[config.mk]
export PLATFORM = sky130hd
export DESIGN_NAME = tiir_round_sat
export DESIGN_NICKNAME = d
export VERILOG_FILES = /design/src/rtl/tiir_round_sat.sv
export SDC_FILE = /design/constraint.sdc
export NUM_CORES = 1
export LEC_CHECK = 0
export BUFFER_PORTS_ARGS = -buffer_cell sky130_fd_sc_hd__buf_2
export CAP_MARGIN = 0
export CORE_UTILIZATION = 45
export DETAILED_ROUTE_END_ITERATION = 8
export GPL_TIMING_DRIVEN = 0
export PLACE_DENSITY = 0.9
export RECOVER_POWER = 25
export REMOVE_ABC_BUFFERS = 1
export SYNTH_ARGS = -nofsm -noshare
export SYNTH_HDL_FRONTEND = slang
export SYNTH_SLANG_ARGS = --single-unit
[constraint.sdc]
create_clock -name vclk -period 4.7
set_input_delay 0.94 -clock vclk [all_inputs]
set_output_delay 0.94 -clock vclk [all_outputs]
set_load 0.03 [all_outputs]
[src/rtl/tiir_round_sat.sv]
// ----------------------------------------------------------------------------
// tiir_round_sat: output rounding and saturation
// Round half up by the coefficient fraction, clamp to the sample range.
// ----------------------------------------------------------------------------
module tiir_round_sat #(
    parameter int SW = 16,
    parameter int AW = 35,
    parameter int FB = 14
) (
    input  logic signed [AW-1:0] i_acc,
    output logic signed [SW-1:0] o_y,
    output logic                 o_clip
);
    localparam logic signed [AW-1:0] HALF = AW'(1) <<< (FB - 1);
    localparam logic signed [AW-1:0] HI   = {{(AW-SW+1){1'b0}}, {(SW-1){1'b1}}};
    localparam logic signed [AW-1:0] LO   = {{(AW-SW+1){1'b1}}, {(SW-1){1'b0}}};

    logic signed [AW-1:0] rnd;
    logic signed [AW-1:0] shf;

    assign rnd = i_acc + HALF;
    assign shf = rnd >>> FB;

    always_comb begin
        if (shf > HI) begin
            o_y    = HI[SW-1:0];
            o_clip = 1'b1;
        end else if (shf < LO) begin
            o_y    = LO[SW-1:0];
            o_clip = 1'b1;
        end else begin
            o_y    = shf[SW-1:0];
            o_clip = 1'b0;
        end
    end

endmodule

Word level (Yosys, flattened, before mapping)
Cells that the tools add are included.
{"block": "classes", "n_mux": 4, "order_cmp": 2, "add_sub_neg": 1}
{"op": "adder 35 x 15 -> 35 bit, second input constant", "n": 1}
{"op": "two-way mux 16 bit", "n": 2}
{"op": "greater-than comparator 21 x 16 -> 1 bit, second input constant", "n": 1}
{"op": "less-than comparator 21 x 16 -> 1 bit, second input constant", "n": 1}
{"op": "two-way mux 1 bit", "n": 2}
{"block": "word_totals", "inputBits": 35, "regBits": 0}

Logic depth before layout (Yosys ltp)
{"block": "depth", "depth_word": 4, "ltp_mapped": 8, "ltp_nobuf": 7}

Least setup slack after synthesis
Ideal clock, no wire load.
{"block": "synth_timing", "path_kind": "input to output", "from": "input i_acc[13]", "to": "output o_y[1]", "cell_stages": 6, "t_arrival_ns": 2.887, "path_buffers": 0, "setup_slack_ns": 0.873, "cell_sequence": "nand2_1 > or2_0 > or4_4 > xnor2_2 > a41oi_4 > o21ai_0"}
{"block": "synth_between", "elab_chain_len": 4}
{"element": "from (decl)", "line_no": "10", "text": "input logic signed [AW-1:0] i_acc,"}
{"element": "adder 35 x 15 -> 35 bit *", "line_no": "21", "text": "assign rnd = i_acc + HALF;"}
{"element": "less-than comparator 21 x 16 -> 1 bit", "line_no": "28", "text": "end else if (shf < LO) begin"}
{"element": "two-way mux 16 bit", "line_no": "28"}
{"element": "two-way mux 16 bit *", "line_no": "25", "text": "if (shf > HI) begin"}
{"element": "to (decl)", "line_no": "11", "text": "output logic signed [SW-1:0] o_y,"}
Mark *: on every way between the ends. The rest lies on a longest branch, timed or not.

Final worst setup path
{"block": "layout_timing", "from": "input i_acc[18]", "to": "output o_y[13]"}
The elaborated chain is that of the path after synthesis.

==> results.txt <==
Status -> complete, no violations
WP data arrival -> 3.30 ns
WS Path Type -> primary input to primary output
Post-DRT Antenna Nets -> 0
Reg area -> 0 um2
Drt initial violations -> 8
RSZ-0062 raised after global routing -> false
Synth-to-Final Area Change -> 28.65%
Routed WL per cell -> 11.28 um
Hold_ws -> 2.319 ns
N_diodes -> 0
Max Cap Violations -> 0
CTS resizes -> 0
Ys Warns -> 0
Power per cell area -> 99.65 mW/mm2
FMAX -> 235.6 MHz
Largest area contributor in the netlist -> xnor2_1
Die height -> 40.03 um
Vias -> 764
Syn Area/Cell -> 7.393 um2
Die Span X -> 40.03 um
CLK BUF -> 0
Synthesized instance count -> 88
Hold Path Stages -> 4
Setup TNS -> 0 ns
Commonest non-fill, non-tap cells in the layout -> buf_2, xnor2_1, o21ai_2, nand2_1, xor2_1
GRT overflow -> 0
Row count -> 13
Capturing element type of the critical path -> primary output
Req. time, crit path -> 3.76 ns
Port Buffers -> 39
Mapped Area -> 650.6 um2
First-pass GRT wire length -> 2394 um
Fin crit share -> 0.9030
Vias in the first global route -> 619
Seq Cell Count -> 0
Tmin final -> 4.244 ns
Worst Slack Setup Final -> 0.4561 ns
Hold Path Class -> primary input to primary output
Antenna violations before repair -> 0
Placement Setup Slack -> 0.6106 ns
I/O pin count -> 52
Final net count -> 163
Worst vdd ir -> 0.05598 mV
Largest net degree at the start of global routing -> 16
Pwr Total -> 0.08341 mW
Total routed wirelength -> 1579 um
Hold Buf Count CTS -> 0
Rel. slew slack -> 0.5625
Crit-path max FO -> 15
Max-slew violations -> 0
Footprint of the multi-input gates -> 611.8 um2
Synth top area cells -> xnor2_1, o21ai_2, xor2_1
Yosys top cell area share -> 0.1615
Detailed Routing Iterations Pass 1 -> 4
Finish-stage setup viols -> 0
Die Area -> 0.001602 mm2
Initial core utilization -> 0.4938
Most common cell after layout, fill and taps aside -> buf_2
Final Hold Viols -> 0
Share of cells above drive strength 1 -> 0.4400
Number of distinct library cells after synthesis -> 28
Vias/cell -> 5.457
Gp weighted congestion -> 0.7953
DPL Wire Length -> 1344 um
Slew @ Worst Pin -> 0.6562 ns
Util after Layout -> 0.6353
Seq/Total Area, Yosys -> 0
Setup Fix Bufs, Post-CTS -> 0
Residual DRC count -> 0
Fill cell count -> 128
Placeable Area -> 0.001318 mm2
Total Routing Usage GR -> 0.2066
P_leak -> 0.3390 nW
Type of origin of the critical path -> primary input
[critical path: stages]
cell	delay, ns
buf_2	0.13
nand4_1	0.23
nor3_1	0.48
and3_1	0.24
xnor2_1	0.24
inv_1	0.13
a41o_1	0.46
o21ai_2	0.13
clkbuf_1	0.32
[area by class of cell]
| cell class | instances | share of cell area |
|---|---|---|
| multi-input cells | 82 | 0.7309 |
| well taps | 15 | 0.02242 |
| inverters | 4 | 0.01794 |
| repair buffers | 39 | 0.2287 |
[routing by layer]
metal  global-route usage  routed length (um)  vias up
li1                     -                   -      401
met1               0.2500                 677      336
met2               0.4113                 845       27
met3                    0                  56        0
met4              0.01724                   0        0
met5                    0                   0        -
[metrics by stage]
stage | std cells | cell area, um2
2_1_floorplan | 86 | 628.1
3_3_place_gp | 140 | 842.1
3_5_place_dp | 140 | 842.1
4_1_cts | 140 | 842.1
5_1_grt | 140 | 837.1
6_report | 140 | 837.1
[Yosys cell counts, types with 2 or more instances]
library cell / count
and3_1: 3
buf_6: 2
inv_1: 4
nand2_1: 9
nand3_1: 7
nand4_1: 5
nor2_1: 4
nor3_1: 2
o21ai_0: 4
o21ai_2: 11
xnor2_1: 12
xor2_1: 9
[path summary, 6_finish.rpt]
check,startpoint,to,slack (ns)
min,i_acc[21],o_y[7],2.32
max,i_acc[18],o_y[13],0.46
[kinds of logic (layout without fill, tap and decap cells)]
kind of cell	Yosys count	count (layout)	share of synthesized area
fa+ha+maj	1	1	0.01923
compound gates	18	18	0.2519
buf+inv	6	43	0.05768
simple gates	40	40	0.3481
mux	1	1	0.01539
xor+xnor	22	22	0.3077
[power by group]
part           switching (mW)  internal [mW]  total, mW  leakage, nW
logic                  0.0547         0.0287     0.0834        0.339
clock network               0              0          0            0
registers                   0              0          0            0
total                  0.0547         0.0287     0.0834        0.339
(Power assumes the default switching activity.)
