<file path="config.mk">
export PLATFORM = sky130hd
export DESIGN_NAME = tiir_tap_cell
export DESIGN_NICKNAME = d
export VERILOG_FILES = /design/src/rtl/tiir_pkg.sv /design/src/rtl/tiir_tap_cell.sv
export SDC_FILE = /design/constraint.sdc
export NUM_CORES = 2
export LEC_CHECK = 0
export BUFFER_PORTS_ARGS = -buffer_cell sky130_fd_sc_hd__buf_4
export CORE_MARGIN = 2
export CORE_UTILIZATION = 35
export CTS_CLUSTER_DIAMETER = 120
export DETAILED_ROUTE_END_ITERATION = 7
export PLACE_DENSITY = 0.57
export SYNTH_ARGS = -nofsm -noshare
export SYNTH_HDL_FRONTEND = slang
export SYNTH_SLANG_ARGS = --single-unit
export TNS_END_PERCENT = 30
</file>
<file path="constraint.sdc">
create_clock -name i_clk -period 12.59 [get_ports i_clk]
set_input_delay 1.8885 -clock i_clk [delete_from_list [all_inputs] [get_ports i_clk]]
set_output_delay 1.8885 -clock i_clk [all_outputs]
set_load 0.03 [all_outputs]
</file>
<file path="src/rtl/tiir_pkg.sv">
// ----------------------------------------------------------------------------
// tiir_pkg: shared types and constants for the third-order IIR low-pass
// Coefficient format, register indexes and reset coefficient values.
// ----------------------------------------------------------------------------
package tiir_pkg;

    localparam int COEF_W    = 16;
    localparam int NUM_REGS  = 7;
    localparam int REG_IDX_W = 3;
    localparam int NUM_TAPS  = 3;

    localparam logic [REG_IDX_W-1:0] REG_FF_COEF_0 = 3'd0;
    localparam logic [REG_IDX_W-1:0] REG_FF_COEF_1 = 3'd1;
    localparam logic [REG_IDX_W-1:0] REG_FF_COEF_2 = 3'd2;
    localparam logic [REG_IDX_W-1:0] REG_FF_COEF_3 = 3'd3;
    localparam logic [REG_IDX_W-1:0] REG_FB_COEF_1 = 3'd4;
    localparam logic [REG_IDX_W-1:0] REG_FB_COEF_2 = 3'd5;
    localparam logic [REG_IDX_W-1:0] REG_FB_COEF_3 = 3'd6;

    typedef logic signed [COEF_W-1:0] t_coef;

    // coefficient pair used by one delay tap
    typedef struct packed {
        t_coef ff;
        t_coef fb;
    } t_tap_coef;

    localparam t_coef FF_COEF_0_RST = 16'sd762;
    localparam t_coef FF_COEF_1_RST = 16'sd2289;
    localparam t_coef FF_COEF_2_RST = 16'sd2289;
    localparam t_coef FF_COEF_3_RST = 16'sd762;
    localparam t_coef FB_COEF_1_RST = 16'sd19735;
    localparam t_coef FB_COEF_2_RST = -16'sd11870;
    localparam t_coef FB_COEF_3_RST = 16'sd2387;

endpackage

</file>
<file path="src/rtl/tiir_tap_cell.sv">
// ----------------------------------------------------------------------------
// tiir_tap_cell: one delay tap of the filter
// Holds one past input and one past output, weights both and adds them to
// the running sum; shifts its samples on to the next cell on each word.
// ----------------------------------------------------------------------------
module tiir_tap_cell #(
    parameter int SW = 16,
    parameter int AW = 35
) (
    input  logic                        i_clk,
    input  logic                        i_rst_n,
    input  logic                        i_adv,
    input  logic signed [SW-1:0]        i_x,
    input  logic signed [SW-1:0]        i_y,
    input  tiir_pkg::t_tap_coef         i_coef,
    input  logic signed [AW-1:0]        i_sum,
    output logic signed [SW-1:0]        o_x,
    output logic signed [SW-1:0]        o_y,
    output logic signed [AW-1:0]        o_sum
);
    import tiir_pkg::*;

    logic signed [SW-1:0]        r_x;
    logic signed [SW-1:0]        r_y;
    logic signed [SW+COEF_W-1:0] prod_ff;
    logic signed [SW+COEF_W-1:0] prod_fb;

    always_ff @(posedge i_clk) begin
        if (!i_rst_n) begin
            r_x <= '0;
            r_y <= '0;
        end else if (i_adv) begin
            r_x <= i_x;
            r_y <= i_y;
        end
    end

    assign prod_ff = r_x * i_coef.ff;
    assign prod_fb = r_y * i_coef.fb;
    assign o_sum   = i_sum + AW'(prod_ff) + AW'(prod_fb);
    assign o_x     = r_x;
    assign o_y     = r_y;

endmodule

</file>
Yosys cells after proc, flatten, opt, wreduce, memory -nomap -nowiden --
Cells that the tools add are included.
Cells by class: add/sub/neg operators 2, multiply operators 2
Operators with widths (count):
- 35-bit by 32-bit adder with 35-bit output | 2
- 16-bit by 16-bit multiplier with 32-bit output | 2
Storage, ports and cells: register bits after elaboration 32, input port bits 102

Logic depth before layout (Yosys ltp) --
depth in word-level cells 3, gate-level depth with buffers 28, mapped depth without buffers 27

Least setup slack after synthesis --
Ideal clock, no wire load.
path kind input port to output port, from input port i_coef[0] (netlist bit), to output port o_sum[34], arrival 9.179 ns, required time 10.701 ns, slack 1.523 ns, cell stages on the path 26, buffers on the path 0, path through nand2_1 > inv_1 > fa_1 > inv_1 > fa_1 > inv_1 > fa_1 > inv_1 > fa_1 > fa_1 > inv_1 > fa_1 > fa_1 > inv_1 > fa_1 > inv_1 > ha_1 > and2_1 > nand4_1 > or2_4 > o221a_4 > o211ai_2 > nand2_2 > o211ai_2 > o211ai_1 > xnor2_1
Between the ends: longest elaborated chain between the ends 2
RTL lines:
- start, declared | line tiir_tap_cell.sv:15 | input tiir_pkg::t_tap_coef i_coef,
- 16-bit by 16-bit multiplier with 32-bit output | line tiir_tap_cell.sv:39 | assign prod_fb = r_y * i_coef.fb;
- 35-bit by 32-bit adder with 35-bit output | line tiir_tap_cell.sv:40 | assign o_sum = i_sum + AW'(prod_ff) + AW'(prod_fb);
- end, declared | line tiir_tap_cell.sv:19 | output logic signed [AW-1:0] o_sum
Every way passes these cells.

Final worst setup path --
from input port i_coef[2] (netlist bit), to output port o_sum[34]
The elaborated chain is that of the path after synthesis.

==> impl_metrics.py <==
metrics = {
    "critical_path": {
        "crit_required_ns": 10.70,
        "worst_setup_path_end_kind": "output port",
        "startpoint_type": "primary input",
        "worstPathArrival_ns": 9.49,
        "critPathMaxFanout": 16,
        "critical_path_class": "in2out",
    },
    "floorplanning": {
        "dieArea_sq_um": 67400,
        "fp.coreArea_sq_um": 64600,
        "start_util_pct": 35.4,
        "fp.dieH_microns": 260,
        "boundaryPins": 169,
        "num_rows": 93,
        "dieWidth_microns": 260,
    },
    "layout": {
        "final_common_cell": "inv_1",
        "diodes": 0,
        "drive_gt1_share_pct": 8.26,
        "finalInstanceArea_sq_um": 25200,
        "mostFrequentLayoutCells": "inv_1, fa_1, nand2_1",
        "num-nets-final": 3387,
        "areaGrowthSynthToFinish_pct": 10.1,
    },
    "logic_synthesis": {
        "synth-edff-count": 0,
        "ys_seq_elements": 32,
        "ys.flop_type": "dfxtp_1",
        "seq_area_frac_synth_pct": 2.80,
        "netlist_instances": 2366,
        "ys_types": 48,
        "synth-async-reset-ratio_pct": 0,
        "ys.warnings.count": 0,
        "syn-num-nets": 3271,
        "syn_area_sq_um": 22900,
        "synth.avg_cell_area_sq_um": 9.67,
    },
    "timing": {
        "skew_ns": 0,
        "fin_crit_ns": 11.38,
        "max_freq_mhz": 87.9,
        "period_share_pct": 90.4,
        "tightestPinTransition_ns": 1.04,
        "finalHoldViolations": 0,
        "rsz0062_at_grt": "false",
        "whs_ns": 0.525,
        "slew_viol_final": 0,
        "slew_headroom_pct": 30.8,
        "fin_setup_tns_ns": 0,
        "setup_viol": 0,
    },
    "placement": {
        "place_hpwl_microns": 52300,
        "gp_congestion": 0.880,
        "portBuffers": 168,
        "dpl_cell_area_sq_um": 25000,
    },
    "clock_network": {
        "postCtsHoldBufs": 0,
        "cts_buffers": 5,
        "clkSinkCount": 32,
        "postCtsSetupRepairBufs": 0,
        "insertion_delay_ns": 0.30,
        "root_buffer": "clkbuf_16",
        "clkTransAtPathRegs_ns": 0.07,
        "clock_path_buffers": 2,
        "htreeDepth": 2,
        "cts_tree": "done",
        "cts.repair.resized": 0,
    },
    "route": {
        "wl_per_cell_microns": 18.1,
        "dr.pass1.iters": 6,
        "drtIter0Drc": 650,
        "num_vias": 15600,
        "drt-total-wl_microns": 60500,
        "ant_nets": 0,
        "route.detailed.drc": 0,
        "via_per_inst": 4.67,
    },
    "global_routing": {
        "grt_pass1_wl_microns": 99500,
        "grt_pass1_vias": 18400,
        "antenna_found_initial": 1,
        "track_usage_pct": 19.2,
        "grt_max_degree": 33,
        "overflow": 0,
    },
    "hold_path": {
        "holdCritPathClass": "reg2reg",
    },
    "status": {
        "status": "completed",
    },
    "flow_run": {
        "max-cap-violations": 0,
    },
}
[registers in the layout, indices dropped and copies added (netlist names)]
signal / flops
o_y: 16
o_x: 16
[kinds of logic (layout without fill, tap and decap cells)]
logic type / Yosys count / in the layout / synth area share [%]
DFF: 32 / 32 / 2.80
and+or+nand+nor: 589 / 589 / 13.0
adders and majority gates: 803 / 803 / 65.6
xor gates and xnor gates: 44 / 44 / 1.68
AOI/OAI and AO/OA: 83 / 83 / 2.61
muxes: 32 / 32 / 1.40
buffers and inverters: 783 / 899 / 12.9
[critical path: stages]
cell	delay [ns]
buf_4	0.18
nand2_1	0.12
inv_1	0.09
fa_1	0.62
inv_1	0.37
fa_1	0.62
inv_1	0.05
fa_1	0.48
inv_1	0.05
fa_1	0.52
inv_1	0.05
fa_1	0.50
fa_1	0.51
fa_1	0.50
inv_1	0.05
fa_1	0.48
inv_1	0.04
ha_1	0.33
a21oi_1	0.17
nor2_1	0.08
o41ai_1	0.68
o211ai_2	0.26
nand2_2	0.18
o211ai_2	0.11
o211ai_1	0.18
xnor2_1	0.16
buf_4	0.18
[final timing paths]
check	start	endpoint	slack, ns	cells after the start
max	i_coef[2]	o_sum[34]	1.21	27
max reg2reg	o_y[4]	o_y[4]	11.23	2
min	o_y[5]	o_y[5]	0.53	2
min reg2reg	o_y[5]	o_y[5]	0.53	2
[layer usage]
metal	part of all wire (%)	GRT usage, %	wire length, microns	up-vias
met2	54	35.6	32400	343
li1	-	-	-	6875
met4	3.3	5.68	1980	0
met1	39	23.3	23700	8290
met5	0	0	0	-
met3	3.8	2.25	2280	85
[Yosys cell counts (2+ instances only)]
library cell    n  area, sq um
a211oi_1        5         37.5
clkbuf_1       73          274
nand2b_1        8         50.1
mux2i_1        32          320
o211ai_2        2         25.0
a21oi_1        26          130
a2111oi_0       2         17.5
inv_1         707         2650
dfxtp_1        32          641
and2_1        237         1480
o21bai_1        5         37.5
nor2b_1        47          294
nand3_1         3         15.0
o21ai_0        13         65.1
buf_1           3         11.3
xnor2_1        34          298
o21ai_1         4         20.0
a21o_1          7         52.6
nand4_1         4         25.0
nor2_1         24         90.1
o211ai_1        3         22.5
o21a_1          2         15.0
fa_1          661        13200
ha_1          142         1780
nor3_1          2         10.0
xor2_1         10         87.6
nand2_1       257          965
[per-stage QoR]
stage	instances	util (%)	worst slack, ns
2_1_floorplan	2366	-	1.52
3_3_place_gp	3330	38.8	1.29
3_5_place_dp	3330	38.8	1.26
4_1_cts	3337	39.0	1.24
5_1_grt	3337	39.0	0.877
6_report	3337	39.0	1.21
[layout make-up]
cell class	count	area, sq um
Clock inverter	1	5.00
Tap cell	855	1070
Clock buffer	6	129
Inverter	707	2650
Timing Repair Buffer	185	1390
Sequential cell	32	641
Fill cell	6482	39400
Multi-Input combinational cell	1551	19300
Power is not shown: default switching activity piles up to over one toggle a cycle in this logic, so the estimate is an artifact.
